`src/rtl/i2cs_pkg.sv`:
```
package i2cs_pkg;

    // Operation codes
    localparam logic [1:0] OP_REQUEST = 2'd0;
    localparam logic [1:0] OP_EVENT   = 2'd1;
    localparam logic [1:0] OP_ABORT   = 2'd2;

    // Transfer kinds
    localparam logic [1:0] KIND_WRITE = 2'd0;
    localparam logic [1:0] KIND_READ  = 2'd1;

    // Bus event codes
    localparam logic [2:0] EV_START_SENT = 3'd0;
    localparam logic [2:0] EV_ADDR_ACKED = 3'd1;
    localparam logic [2:0] EV_BYTE_SENT  = 3'd2;
    localparam logic [2:0] EV_BYTE_RECV  = 3'd3;
    localparam logic [2:0] EV_NACK       = 3'd4;

    // Phase modes
    localparam logic [1:0] MODE_IDLE = 2'd0;
    localparam logic [1:0] MODE_TX   = 2'd1;
    localparam logic [1:0] MODE_RX   = 2'd2;
    localparam logic [1:0] MODE_TXRX = 2'd3;

    // Status codes
    localparam logic [1:0] ERR_NONE  = 2'd0;
    localparam logic [1:0] ERR_BUSY  = 2'd1;
    localparam logic [1:0] ERR_ACK   = 2'd2;
    localparam logic [1:0] ERR_OTHER = 2'd3;

    typedef struct packed {
        logic [1:0] operation;
        logic [1:0] transfer_kind;
        logic [6:0] target_address;
        logic [7:0] register_index;
        logic       register_present;
        logic [7:0] write_count;
        logic [7:0] read_count;
        logic [2:0] event_kind;
        logic [7:0] received_byte;
        logic [7:0] next_write_byte;
    } t_item;

    typedef struct packed {
        logic       start_cond;
        logic       stop_cond;
        logic       ack_on;
        logic       addr_send;
        logic       addr_read;
        logic       data_send;
        logic [7:0] data_byte;
        logic       rx_valid;
        logic [7:0] rx_data;
        logic       done_res;
        logic [1:0] status;
        logic       idle;
    } t_result;

endpackage

```
`src/rtl/i2cs_core.sv`:
```
module i2cs_core
    import i2cs_pkg::*;
(
    input  logic    i_clk,
    input  logic    i_rst_n,
    input  logic    i_advance,
    input  t_item   i_item,
    output t_result o_result
);

    logic [1:0] r_phase_mode,     n_phase_mode;
    logic [1:0] r_latched_error,  n_latched_error;
    logic [7:0] r_tx_remaining,   n_tx_remaining;
    logic [7:0] r_rx_remaining,   n_rx_remaining;
    logic [6:0] r_slave_addr_reg, n_slave_addr_reg;
    logic [7:0] r_reg_addr_reg,   n_reg_addr_reg;
    logic       r_reg_pending,    n_reg_pending;
    logic       r_ack_level,      n_ack_level;

    logic       byte_done;
    logic       addr_dir;
    t_result    res;

    // Compute one step of the transfer sequence
    always_comb begin
        n_phase_mode     = r_phase_mode;
        n_latched_error  = r_latched_error;
        n_tx_remaining   = r_tx_remaining;
        n_rx_remaining   = r_rx_remaining;
        n_slave_addr_reg = r_slave_addr_reg;
        n_reg_addr_reg   = r_reg_addr_reg;
        n_reg_pending    = r_reg_pending;
        n_ack_level      = r_ack_level;
        byte_done        = 1'b0;
        addr_dir         = (r_phase_mode == MODE_RX);
        res              = '0;

        case (i_item.operation)
            OP_REQUEST: begin
                if (r_phase_mode != MODE_IDLE) begin
                    res.status = ERR_BUSY;
                end else begin
                    n_slave_addr_reg = i_item.target_address;
                    n_latched_error  = ERR_NONE;
                    res.start_cond   = 1'b1;
                    if (i_item.transfer_kind == KIND_READ) begin
                        n_tx_remaining = '0;
                        n_reg_pending  = 1'b0;
                        n_rx_remaining = i_item.read_count;
                        n_phase_mode   = MODE_RX;
                        if (i_item.read_count > 8'd1) n_ack_level = 1'b1;
                    end else begin
                        n_reg_addr_reg = i_item.register_index;
                        n_reg_pending  = i_item.register_present;
                        n_tx_remaining = i_item.write_count;
                        if (i_item.transfer_kind == KIND_WRITE) begin
                            n_rx_remaining = '0;
                            n_phase_mode   = MODE_TX;
                        end else begin
                            n_rx_remaining = i_item.read_count;
                            n_phase_mode   = MODE_TXRX;
                            if (i_item.read_count > 8'd1) n_ack_level = 1'b1;
                        end
                    end
                    res.status = ERR_NONE;
                end
            end
            OP_EVENT: begin
                if (r_phase_mode != MODE_IDLE) begin
                    case (i_item.event_kind)
                        EV_START_SENT: begin
                            res.addr_send = 1'b1;
                            res.addr_read = addr_dir;
                            res.data_byte = {r_slave_addr_reg, addr_dir};
                        end
                        EV_ADDR_ACKED: begin
                            if (r_phase_mode != MODE_RX) begin
                                if (r_reg_pending) begin
                                    res.data_send = 1'b1;
                                    res.data_byte = r_reg_addr_reg;
                                    n_reg_pending = 1'b0;
                                end else begin
                                    byte_done = 1'b1;
                                end
                            end
                        end
                        EV_BYTE_SENT: begin
                            byte_done = 1'b1;
                        end
                        EV_BYTE_RECV: begin
                            if (r_rx_remaining == 8'd0) begin
                                n_latched_error = ERR_OTHER;
                                res.stop_cond   = 1'b1;
                                n_ack_level     = 1'b0;
                                n_phase_mode    = MODE_IDLE;
                                res.done_res    = 1'b1;
                            end else begin
                                if (r_rx_remaining == 8'd2) begin
                                    n_ack_level = 1'b0;
                                end else if (r_rx_remaining == 8'd1) begin
                                    res.stop_cond = 1'b1;
                                    n_ack_level   = 1'b0;
                                    n_phase_mode  = MODE_IDLE;
                                    res.done_res  = 1'b1;
                                end
                                res.rx_valid   = 1'b1;
                                res.rx_data    = i_item.received_byte;
                                n_rx_remaining = r_rx_remaining - 8'd1;
                            end
                        end
                        EV_NACK: begin
                            n_latched_error = ERR_ACK;
                            res.stop_cond   = 1'b1;
                            n_ack_level     = 1'b0;
                            n_phase_mode    = MODE_IDLE;
                            res.done_res    = 1'b1;
                        end
                        default: begin
                            n_latched_error = ERR_OTHER;
                            res.stop_cond   = 1'b1;
                            n_ack_level     = 1'b0;
                            n_phase_mode    = MODE_IDLE;
                            res.done_res    = 1'b1;
                        end
                    endcase
                end
            end
            OP_ABORT: begin
                res.stop_cond = 1'b1;
                n_ack_level   = 1'b0;
                n_phase_mode  = MODE_IDLE;
            end
            default: begin
            end
        endcase

        // Advance after a byte went out: next byte, repeated start or stop
        if (byte_done) begin
            if (r_tx_remaining != 8'd0) begin
                res.data_send  = 1'b1;
                res.data_byte  = i_item.next_write_byte;
                n_tx_remaining = r_tx_remaining - 8'd1;
            end else if (r_phase_mode == MODE_TXRX) begin
                n_phase_mode   = MODE_RX;
                res.start_cond = 1'b1;
                if (r_rx_remaining > 8'd1) n_ack_level = 1'b1;
            end else begin
                res.stop_cond = 1'b1;
                n_ack_level   = 1'b0;
                n_phase_mode  = MODE_IDLE;
                res.done_res  = 1'b1;
            end
        end

        if (i_item.operation != OP_REQUEST) res.status = n_latched_error;
        res.ack_on = n_ack_level;
        res.idle   = (n_phase_mode == MODE_IDLE);
    end

    assign o_result = res;

    // Update control state when a request moves to the result stage
    always_ff @(posedge i_clk) begin
        if (!i_rst_n) begin
            r_phase_mode     <= MODE_IDLE;
            r_latched_error  <= ERR_NONE;
            r_tx_remaining   <= '0;
            r_rx_remaining   <= '0;
            r_slave_addr_reg <= '0;
            r_reg_addr_reg   <= '0;
            r_reg_pending    <= 1'b0;
            r_ack_level      <= 1'b0;
        end else if (i_advance) begin
            r_phase_mode     <= n_phase_mode;
            r_latched_error  <= n_latched_error;
            r_tx_remaining   <= n_tx_remaining;
            r_rx_remaining   <= n_rx_remaining;
            r_slave_addr_reg <= n_slave_addr_reg;
            r_reg_addr_reg   <= n_reg_addr_reg;
            r_reg_pending    <= n_reg_pending;
            r_ack_level      <= n_ack_level;
        end
    end

endmodule

```
`src/rtl/i2c_master_transfer_sequencer.sv`:
```
// Channel   Handshake                  Payload
// input     i_in_valid / o_in_ready    i_operation .. i_next_write_byte
// output    o_out_valid / i_out_ready  o_start_cond .. o_idle
//
// An accepted request waits in the input register, which feeds the step logic;
// the step logic loads the result register. One request per cycle is sustained
// while the output side keeps up. Synchronous active-low reset empties both
// stages and returns the sequencer to idle. A stalled result holds the input
// register, which in turn drops o_in_ready.
module i2c_master_transfer_sequencer
    import i2cs_pkg::*;
(
    input  logic       i_clk,
    input  logic       i_rst_n,
    input  logic       i_in_valid,
    output logic       o_in_ready,
    input  logic [1:0] i_operation,
    input  logic [1:0] i_transfer_kind,
    input  logic [6:0] i_target_address,
    input  logic [7:0] i_register_index,
    input  logic       i_register_present,
    input  logic [7:0] i_write_count,
    input  logic [7:0] i_read_count,
    input  logic [2:0] i_event_kind,
    input  logic [7:0] i_received_byte,
    input  logic [7:0] i_next_write_byte,
    output logic       o_out_valid,
    input  logic       i_out_ready,
    output logic       o_start_cond,
    output logic       o_stop_cond,
    output logic       o_ack_on,
    output logic       o_addr_send,
    output logic       o_addr_read,
    output logic       o_data_send,
    output logic [7:0] o_data_byte,
    output logic       o_rx_valid,
    output logic [7:0] o_rx_data,
    output logic       o_done_res,
    output logic [1:0] o_status,
    output logic       o_idle
);

    logic    r_in_valid;
    t_item   r_in;
    logic    r_out_valid;
    t_result r_out;
    t_result step_res;
    logic    advance;

    // Move the held request into the result stage when that stage frees up
    assign advance    = r_in_valid && (!r_out_valid || i_out_ready);
    assign o_in_ready = !r_in_valid || advance;

    // Hold the input request
    always_ff @(posedge i_clk) begin
        if (!i_rst_n) begin
            r_in_valid <= 1'b0;
        end else if (o_in_ready) begin
            r_in_valid <= i_in_valid;
        end
    end

    always_ff @(posedge i_clk) begin
        if (o_in_ready && i_in_valid) begin
            r_in.operation        <= i_operation;
            r_in.transfer_kind    <= i_transfer_kind;
            r_in.target_address   <= i_target_address;
            r_in.register_index   <= i_register_index;
            r_in.register_present <= i_register_present;
            r_in.write_count      <= i_write_count;
            r_in.read_count       <= i_read_count;
            r_in.event_kind       <= i_event_kind;
            r_in.received_byte    <= i_received_byte;
            r_in.next_write_byte  <= i_next_write_byte;
        end
    end

    i2cs_core u_core (
        .i_clk     (i_clk),
        .i_rst_n   (i_rst_n),
        .i_advance (advance),
        .i_item    (r_in),
        .o_result  (step_res)
    );

    // Hold the result until taken
    always_ff @(posedge i_clk) begin
        if (!i_rst_n) begin
            r_out_valid <= 1'b0;
        end else if (advance) begin
            r_out_valid <= 1'b1;
        end else if (i_out_ready) begin
            r_out_valid <= 1'b0;
        end
    end

    always_ff @(posedge i_clk) begin
        if (advance) begin
            r_out <= step_res;
        end
    end

    assign o_out_valid  = r_out_valid;
    assign o_start_cond = r_out.start_cond;
    assign o_stop_cond  = r_out.stop_cond;
    assign o_ack_on     = r_out.ack_on;
    assign o_addr_send  = r_out.addr_send;
    assign o_addr_read  = r_out.addr_read;
    assign o_data_send  = r_out.data_send;
    assign o_data_byte  = r_out.data_byte;
    assign o_rx_valid   = r_out.rx_valid;
    assign o_rx_data    = r_out.rx_data;
    assign o_done_res   = r_out.done_res;
    assign o_status     = r_out.status;
    assign o_idle       = r_out.idle;

    // Address and data commands never go out together
    a_addr_data_excl: assert property (@(posedge i_clk) disable iff (!i_rst_n)
        o_out_valid |-> !(o_addr_send && o_data_send))
        else $error("address and data send in one result");

    // A stop leaves the sequencer idle
    a_stop_idle: assert property (@(posedge i_clk) disable iff (!i_rst_n)
        o_out_valid && o_stop_cond |-> o_idle)
        else $error("stop without idle");

    // A start leaves the sequencer busy
    a_start_busy: assert property (@(posedge i_clk) disable iff (!i_rst_n)
        o_out_valid && o_start_cond |-> !o_idle)
        else $error("start while idle");

    // A blocked request stays in the input register
    a_in_hold: assert property (@(posedge i_clk) disable iff (!i_rst_n)
        r_in_valid && !advance |=> r_in_valid && $stable(r_in))
        else $error("input request lost while blocked");

endmodule

```
`config.mk`:
```
export PLATFORM = sky130hd
export DESIGN_NAME = i2c_master_transfer_sequencer
export DESIGN_NICKNAME = d
export VERILOG_FILES = /design/src/rtl/i2cs_pkg.sv /design/src/rtl/i2cs_core.sv /design/src/rtl/i2c_master_transfer_sequencer.sv
export SDC_FILE = /design/constraint.sdc
export NUM_CORES = 1
export LEC_CHECK = 0
export ABC_AREA = 1
export BUFFER_PORTS_ARGS = -buffer_cell sky130_fd_sc_hd__buf_2
export CORE_UTILIZATION = 51
export DETAILED_ROUTE_END_ITERATION = 16
export PLACE_DENSITY_LB_ADDON = 0.1
export SYNTH_ARGS = -nofsm -noshare
export SYNTH_HDL_FRONTEND = slang
export SYNTH_SLANG_ARGS = --single-unit
```
`constraint.sdc`:
```
create_clock -name i_clk -period 2.1 [get_ports i_clk]
set_input_delay 0.105 -clock i_clk [delete_from_list [all_inputs] [get_ports i_clk]]
set_output_delay 0.105 -clock i_clk [all_outputs]
set_load 0.02 [all_outputs]
```
Word level (Yosys, flattened, before mapping)
Cells that the tools add are included.
Storage, ports and cells
  output and inout bits: 29
  bits of input ports: 59
  register bits: 121
  word-level logic and storage cells: 168
Cells by class
  order comparisons: 2
  bitwise logic cells: 4
  $add $sub $neg: 2
  muxes and demuxes: 85
  reduce and logical (&&, ||, !) cells: 25
  equal/unequal tests: 18
Operator list (count)
  8-bit 2-to-1 mux: 11
  9-bit 2-to-1 mux: 6
  19-bit 2-to-1 mux: 2
  1-bit 2-to-1 mux: 37
  2-bit 2-to-1 mux: 17
  8-bit case mux with 2 select lines: 2
  8-bit by 1-bit > comparator with 1-bit output, second input constant: 2
  8-bit by 1-bit subtractor with 8-bit output, second input constant: 2
  2-bit case mux with 3 select lines: 2
  6-bit AND reduction: 2
  1-bit case mux with 2 select lines: 5
  3-bit AND reduction: 3
  8-bit by 1-bit equality test with 1-bit output, second input constant: 1
  8-bit by 2-bit equality test with 1-bit output, second input constant: 1
  8-bit logical NOT: 1
  2-bit != test, second input constant: 4
  2-bit case mux with 2 select lines: 2
  2-bit nonzero test: 4
  8-bit nonzero test: 1
  2-bit equality test, second input constant: 3
  3-bit by 2-bit equality test with 1-bit output, second input constant: 2
  2-bit logical NOT: 3
  2-bit by 1-bit != test with 1-bit output, second input constant: 3
  2-bit by 1-bit equality test with 1-bit output, second input constant: 2
  12 further kinds: 18

Depth between registers and ports, before layout
Gate-level depths: netlist (run 1).
  word-level depth: 11
  depth in mapped cells: 13
  mapped depth without buffers: 13

Cells and area by module
A second synthesis (run 1) with hierarchy kept.
Second synthesis, totals
  cell total of the unflattened synthesis: 513
  area, all modules: 5266.3 um2
Modules (own cells, without submodules)
  i2cs_core: area each 2708.8 um2, instances 1, seq. area each 740.7 um2, cells each 418
  i2c_master_transfer_sequencer: area each 2557.5 um2, instances 1, seq. area each 2502.4 um2, cells each 95

Worst setup path before layout (run 1)
OpenSTA, ideal clock, no wires.
  path type: register -> register
  start point: register r_out_valid (netlist: o_out_valid)
  end point: register r_in[0] in the netlist's numbering (enable)
  cell stages (with the launch flop): 4
  arrival time: 1.827 ns
  setup time: 0.409 ns
  setup slack: -0.136 ns
  buffers on the path: 0
  cell sequence: dfxtp_1 > nand3_1 > nand2_1 > inv_1
Between the ends
  word-level cells in the longest chain between the ends: 5
Ends and longest elaborated chain
  from (decl): line i2c_master_transfer_sequencer.sv:45  | logic r_out_valid;
  from (signal assigned): line i2c_master_transfer_sequencer.sv:89  | r_out_valid <= 1'b0;
  from (signal assigned): line i2c_master_transfer_sequencer.sv:91  | r_out_valid <= 1'b1;
  from (signal assigned): line i2c_master_transfer_sequencer.sv:93  | r_out_valid <= 1'b0;
  1-bit logical NOT: line i2c_master_transfer_sequencer.sv:51  | assign advance = r_in_valid && (!r_out_valid || i_out_ready);
  1-bit logical OR: line i2c_master_transfer_sequencer.sv:51
  1-bit logical AND: line i2c_master_transfer_sequencer.sv:51
  1-bit logical OR: line i2c_master_transfer_sequencer.sv:52  | assign o_in_ready = !r_in_valid || advance;
  net o_in_ready: line i2c_master_transfer_sequencer.sv:16  | output logic o_in_ready,
  1-bit logical AND: line i2c_master_transfer_sequencer.sv:64  | if (o_in_ready && i_in_valid) begin
  to (decl): line i2c_master_transfer_sequencer.sv:44  | t_item r_in;
The timed path passes the listed nets, and every way through them passes these cells.
A chain may end at the register's enable or synchronous reset.

Worst setup path after layout (run 1)
  start point: register r_in[54] in the netlist's numbering
  end point: register r_out (netlist bit o_rx_data[4]) (data pin)
Between the ends
  word-level cells in the longest chain between the ends: 3
Ends and longest elaborated chain
  2-bit by 1-bit equality test with 1-bit output: line i2cs_core.sv:38  | case (i_item.operation)
  1-bit NOT (no source line)
  4-bit OR reduction (no source line)
  to (signal assigned): line i2c_master_transfer_sequencer.sv:99  | r_out <= step_res;
  to (decl): line i2c_master_transfer_sequencer.sv:46  | t_result r_out;
No other way between the ends.

==> metrics, run 1 <==
status=complete, no violations; initial antenna violation count=0; Worst Setup SP=r_in[54]; met2 track demand over resource=around two fifths; critical-path maximum fanout=8; largest net degree at the start of global routing=30; Hold Crit Start=i_rst_n; Mapped Area=about 5300 um^2; Synth-to-Final Area Change=33.9%; num rows=36; layout cells sized above 1=approximately a quarter; post-route minimum period=1.90 ns; Mapped Cells=517; Root Driver=clkbuf_8; max_slew headroom=around two thirds; Setup CP Type=flop to flop; Starting Density=about 53%; synthesized area per cell=~10 um^2; number of global-route vias before repair=between 4,000 and 5,000; Die Span Y=between 100 and 150 um; hold path depth=4; DR iter-0 viols=around 240; pwr dens=a little under 900 nW/um^2; Die X=about 100 um; Yosys reg bits=~120; post-synthesis sequential area ratio=61.7%; Sink Count=between 100 and 150; dominant cells by area after synthesis=edfxtp_1, dfxtp_1, nor2_1; max-cap violation count=0; GRT busiest layer=met2; Worst path most repeated cell=inv_1; setup TNS=0 ns; final slew viol count=0; met1 usage=about 27%; drt via density=a little over 5; Die ar.=roughly 11,000 um^2; clock slew at reported path FFs=about 0.060 ns; Critical Path AT=roughly 2.3 ns; Detailed Route WL=11,900 um; Leakage=roughly 3 nW; commonest non-fill, non-tap cell in the layout=buf_2; unrepaired setup endpoints after global routing=no; CTS max path bufs=2; critical path, cell by cell=inv_1 > ha_1 > inv_2 > nor2_4 > inv_1 > nor3_2 > inv_1 > nor2_1; Routed Antenna Nets=0; Netlist cell types=42; r2r setup slk=a little over 0.2 ns; Nets=about 740; I/O pin count=88; VDD IR-drop max=roughly 0.61 mV; HP Class=primary input to flop; WHS Endpoint=u_core.r_reg_pending; crit-path max cell delay=0.42 ns; All-Layer GR Usage=23.7%; first-pass GRT wire length=about 20,000 um; DP Wirelength=7600 um; Synthesis Warnings=0; most frequent cells in the layout=buf_2, edfxtp_1, nor2_1; DR pass1 iterations=4; final worst clock skew=0.0104 ns; Slew @ Worst Pin=approximately 0.53 ns; Clk Latency, worst-skew pair=0.53 ns; Placeable Area=9860 um^2; Largest Register=r_in; CTS tree=built; setup violators final=0; routed via count=4,216; syn_nets=approximately 600; reg2reg end=o_rx_data[4]; post-synth top area cell=edfxtp_1; reg2reg path depth=8; max FFs per register=between 50 and 60; gpl congestion=0.909; H-tree depth=4; CP max-delay cell=edfxtp_1; Critical Path End Type=flop; Global Route met3 Usage=~5.3%; wire per inst=approximately 14 um; startpoint types=flop; Final Hold Vio Count=0; f_max=approximately 530 MHz; total CTS buffers=17; Final Cycle Share=~90%; Power, Total=0.00621 W; DRC violations left=0; Worst Path Required=between 2 and 2.5 ns; global route overflow=0; ANT cells=0; IO Port Bufs=87; area fraction of the dominant cell type after synthesis=around 47%; reg2reg start=r_in[54]
[power by group]
part	switching [W]	total, W	internal, W
clock	0.00106	0.00287	0.00181
sequential	0.0000562	0.00273	0.00267
combinational	0.000350	0.000604	0.000254
total	0.00147	0.00621	0.00474
[synthesized netlist by cell type, drive strengths merged]
| master | n |
|---|---|
| a21o | 1 |
| xor2 | 2 |
| edfxtp | 82 |
| o211ai | 3 |
| a22o | 8 |
| xnor2 | 2 |
| ha | 8 |
| nor4 | 1 |
| and2 | 1 |
| a21oi | 37 |
| o21ai | 62 |
| clkbuf | 6 |
| dfxtp | 39 |
| nand2 | 70 |
| buf | 9 |
| nand3b | 1 |
| nand3 | 25 |
| nor3 | 8 |
| nand4 | 4 |
| nor2 | 72 |
| o21a | 1 |
| o22ai | 2 |
| a31oi | 3 |
| inv | 67 |
| o31ai | 1 |
| a211oi | 2 |
[through the flow]
stage / setup slack, ns / instances / instance area (um^2) / util [%] / hold WS [ns]
global route: 0.0414 / 822 / 7040 / 71.4 / 0.108
finish: 0.204 / 822 / 7040 / 71.4 / 0.0906
floorplan: 0.0922 / 517 / 5270 / - / 0.204
detailed placement: 0.0770 / 733 / 5880 / 59.6 / 0.283
global placement: 0.197 / 733 / 5880 / 59.6 / 0.281
CTS: 0.0989 / 822 / 7040 / 71.3 / 0.0787
[worst max-delay path by stage]
stage                                          end  slack (ns)
after global placement    u_core.r_rx_remaining[7]        0.20
after CTS                 u_core.r_rx_remaining[7]         0.1
after global routing      u_core.r_tx_remaining[1]        0.04
after floorplan                            r_in[0]        0.09
final                                 o_rx_data[4]        0.20
after detailed placement  u_core.r_rx_remaining[7]        0.08
[routing by layer]
layer | vias up | part of all wire (%) | routed length (um)
li1 | 2088 | - | -
met5 | - | 0 | 0
met2 | 138 | 51 | 6110
met1 | 1963 | 42 | 4930
met4 | 0 | 2.6 | 309
met3 | 27 | 4.5 | 529
[cell type report]
type	instances	area, um^2
timing repair buffer	155	1100
clock inverter	14	173
multi-input combinational	314	1690
tap	133	166
inverter	67	255
fill	718	2820
clock buffer	18	418
sequential	121	3240
[worst max-delay path, delay by kind of cell, from the launching register on]
kind                       cells  cell delay (ns)
DFF                            1             0.42
and+or+nand+nor                3             0.57
buffers and inverters          4             0.53
adders and majority gates      1             0.23
[logic make-up after synthesis]
family,after synthesis,synth area share [%]
AO/OA/AOI/OAI,120,13.1
XOR/XNOR,4,0.666
adder cells (fa/ha/maj),8,1.90
buffers and inverters,82,6.47
flip-flops,121,61.7
AND/OR/NAND/NOR,182,16.2
[what timing repair did]
item                       in CTS  in global routing
hold buffers                   57                  0
gates resized for setup         0                  3
setup endpoints to repair       0                  7
setup buffers                   0                  0
hold endpoints to repair       57                  0
Power figures use the tool's default switching activity.
==> inputs of run 2 (changes only) <==
--- a/config.mk
+++ b/config.mk
@@ -7,7 +7,7 @@
 export LEC_CHECK = 0
 export ABC_AREA = 1
 export BUFFER_PORTS_ARGS = -buffer_cell sky130_fd_sc_hd__buf_2
-export CORE_UTILIZATION = 51
+export CORE_UTILIZATION = 56
 export DETAILED_ROUTE_END_ITERATION = 16
 export PLACE_DENSITY_LB_ADDON = 0.1
 export SYNTH_ARGS = -nofsm -noshare
==> constraint.sdc (replaced) <==
create_clock -name i_clk -period 1.92 [get_ports i_clk]
set_input_delay 0.096 -clock i_clk [delete_from_list [all_inputs] [get_ports i_clk]]
set_output_delay 0.096 -clock i_clk [all_outputs]
set_load 0.02 [all_outputs]
==> run 2 against run 1 <==
Against the previous run: clock power up 4%; critical endpoint is now u_core.r_reg_addr_reg[1]; critical path type unchanged; highest routed layer unchanged; die area down 8.8%; clock skew down 0.0012 ns; power up 7.4%.
==> metrics, run 2 (synthesized netlist as in run 1, its figures left out) <==
most frequent cells in the layout=buf_2, edfxtp_1, nand2_1; Root Driver=clkbuf_8; startpoint types=flop; max-cap violation count=0; f_max=around 550 MHz; total CTS buffers=17; Synth-to-Final Area Change=35.7%; Die X=roughly 99 um; CP endpoint=u_core.r_reg_addr_reg[1]; Setup CP Type=flop to flop; DR pass1 iterations=5; ANT cells=0; crit-path max cell delay=0.42 ns; drt via density=roughly 5.3; clock slew at reported path FFs=0.06 ns; Placeable Area=around 9000 um^2; largest net degree at the start of global routing=46; r2r setup slk=between 0.09 and 0.1 ns; setup violators final=0; final worst clock skew=around 0.009 ns; CP top delay family=buffers and inverters; initial antenna violation count=0; num rows=34; Crit path depth=10; post-route minimum period=1.83 ns; Worst path most repeated cell=inv_2; Detailed Route WL=around 13,000 um; CTS max path bufs=2; CTS tree=built; Clk Latency, worst-skew pair=around 0.52 ns; Worst Path Required=roughly 2.3 ns; number of global-route vias before repair=4,418; HP Class=primary input to flop; CP bufs+invs=4; hold_ws=roughly 0.1 ns; VDD IR-drop max=slightly above 0.7 mV; pwr dens=approximately 930 nW/um^2; DRC violations left=0; Final Cycle Share=a little over nine tenths; status=complete, no violations; CP max-delay cell=edfxtp_1; Largest Register=r_in; routed via count=between 4,000 and 5,000; utilization after layout=about 80%; Slew @ Worst Pin=roughly 0.52 ns; DR iter-0 viols=213; DP Wirelength=7580 um; Final Hold Vio Count=0; reg2reg start=r_in[53]; gpl congestion=about 0.87; reg2reg path depth=10; Sink Count=~120; Critical Path AT=about 2.2 ns; unrepaired setup endpoints after global routing=yes; Leakage=3.05 nW; max FFs per register=55; Die ar.=about 9800 um^2; Nets=between 700 and 800; I/O pin count=88; IO Port Bufs=87; H-tree depth=4; final slew viol count=0; max_slew headroom=65.2%; Die Span Y=between 90 and 100 um; Starting Density=59.1%; reg2reg end=u_core.r_reg_addr_reg[1]; critical-path maximum fanout=16; layout cells sized above 1=26.8%; commonest non-fill, non-tap cell in the layout=buf_2; critical path, cell by cell=inv_1 > ha_2 > buf_4 > nand2_4 > nor2_4 > inv_2 > nor2_2 > inv_2 > o21ai_0 > a21oi_1; All-Layer GR Usage=between 20% and 30%; global route overflow=0; Critical Path End Type=flop; wire per inst=15.7 um; first-pass GRT wire length=about 20,000 um; Routed Antenna Nets=0; Worst Setup SP=r_in[53]
[run 2: changes by cell type in the layout (fill, tap and decap cells not counted), sizes merged]
cell,change
buf,+12
clkinv,+3
clkinvlp,-3
inv,+3
bufinv,-2
clkbuf,-1
[run 2: how the worst min path moves through the flow]
stage | startpoint | endpoint | cells after the start
6_report | i_rst_n | u_core.r_tx_remaining[7] | 3
5_1_grt | i_rst_n | u_core.r_reg_addr_reg[2] | 4
4_1_cts | i_rst_n | u_core.r_tx_remaining[7] | 3
3_5_place_dp | i_register_index[7] | r_in[43] | 1
3_3_place_gp | i_next_write_byte[2] | r_in[2] | 1
2_1_floorplan | i_next_write_byte[0] | r_in[0] | 0
[run 2: final cells by class]
class / count / area (um^2)
Inverter: 67 / 255
Fill cell: 534 / 1760
Sequential cell: 121 / 3250
Clock buffer: 17 / 414
Timing Repair Buffer: 167 / 1200
Tap cell: 108 / 135
Clock inverter: 15 / 141
Multi-Input combinational cell: 314 / 1740
[run 2: worst reg2reg max path, stage by stage, from the launching register on]
cell and delay (ns):
edfxtp_1 0.42, inv_1 0.12, ha_2 0.22, buf_4 0.16, nand2_4 0.12, nor2_4 0.15
inv_2 0.05, nor2_2 0.09, inv_2 0.13, o21ai_0 0.20, a21oi_1 0.06
[run 2: where the power goes]
part | leakage, nW | total (W) | switching [W] | internal, W
clock network | 0.272 | 0.00298 | 0.00124 | 0.00174
logic | 1.66 | 0.000708 | 0.000409 | 0.000299
registers | 1.11 | 0.00298 | 0.0000616 | 0.00292
total | 3.05 | 0.00667 | 0.00171 | 0.00496
[run 2: metal layers]
metal / routed length [um] / track usage, % / share of wire, %
met5: 0 / 0 / 0
met4: 311 / 12.4 / 2.4
met3: 592 / 5.46 / 4.7
met2: 6710 / 51.0 / 53
met1: 5100 / 30.2 / 40
[run 2: what timing repair did]
item / CTS / global route
resized for setup: 5 / 14
hold endpoints to repair: 57 / 0
hold buffers: 57 / 0
buffers inserted: 1 / 3
pin swaps: 1 / 1
endpoints found under the setup margin: 30 / 30
[run 2: per-stage QoR]
step / instances / power [W] / worst slack, ns / setup TNS [ns] / instance area [um^2]
after floorplan: 517 / 0.00340 / 0.0138 / 0 / 5270
after global placement: 716 / 0.00360 / 0.00729 / 0 / 5920
after detailed placement: 716 / 0.00362 / -0.102 / -1.50 / 5920
after CTS: 806 / 0.00664 / 0.0210 / 0 / 7070
after global routing: 809 / 0.00687 / -0.0217 / -0.0229 / 7130
final: 809 / 0.00667 / 0.0945 / 0 / 7130
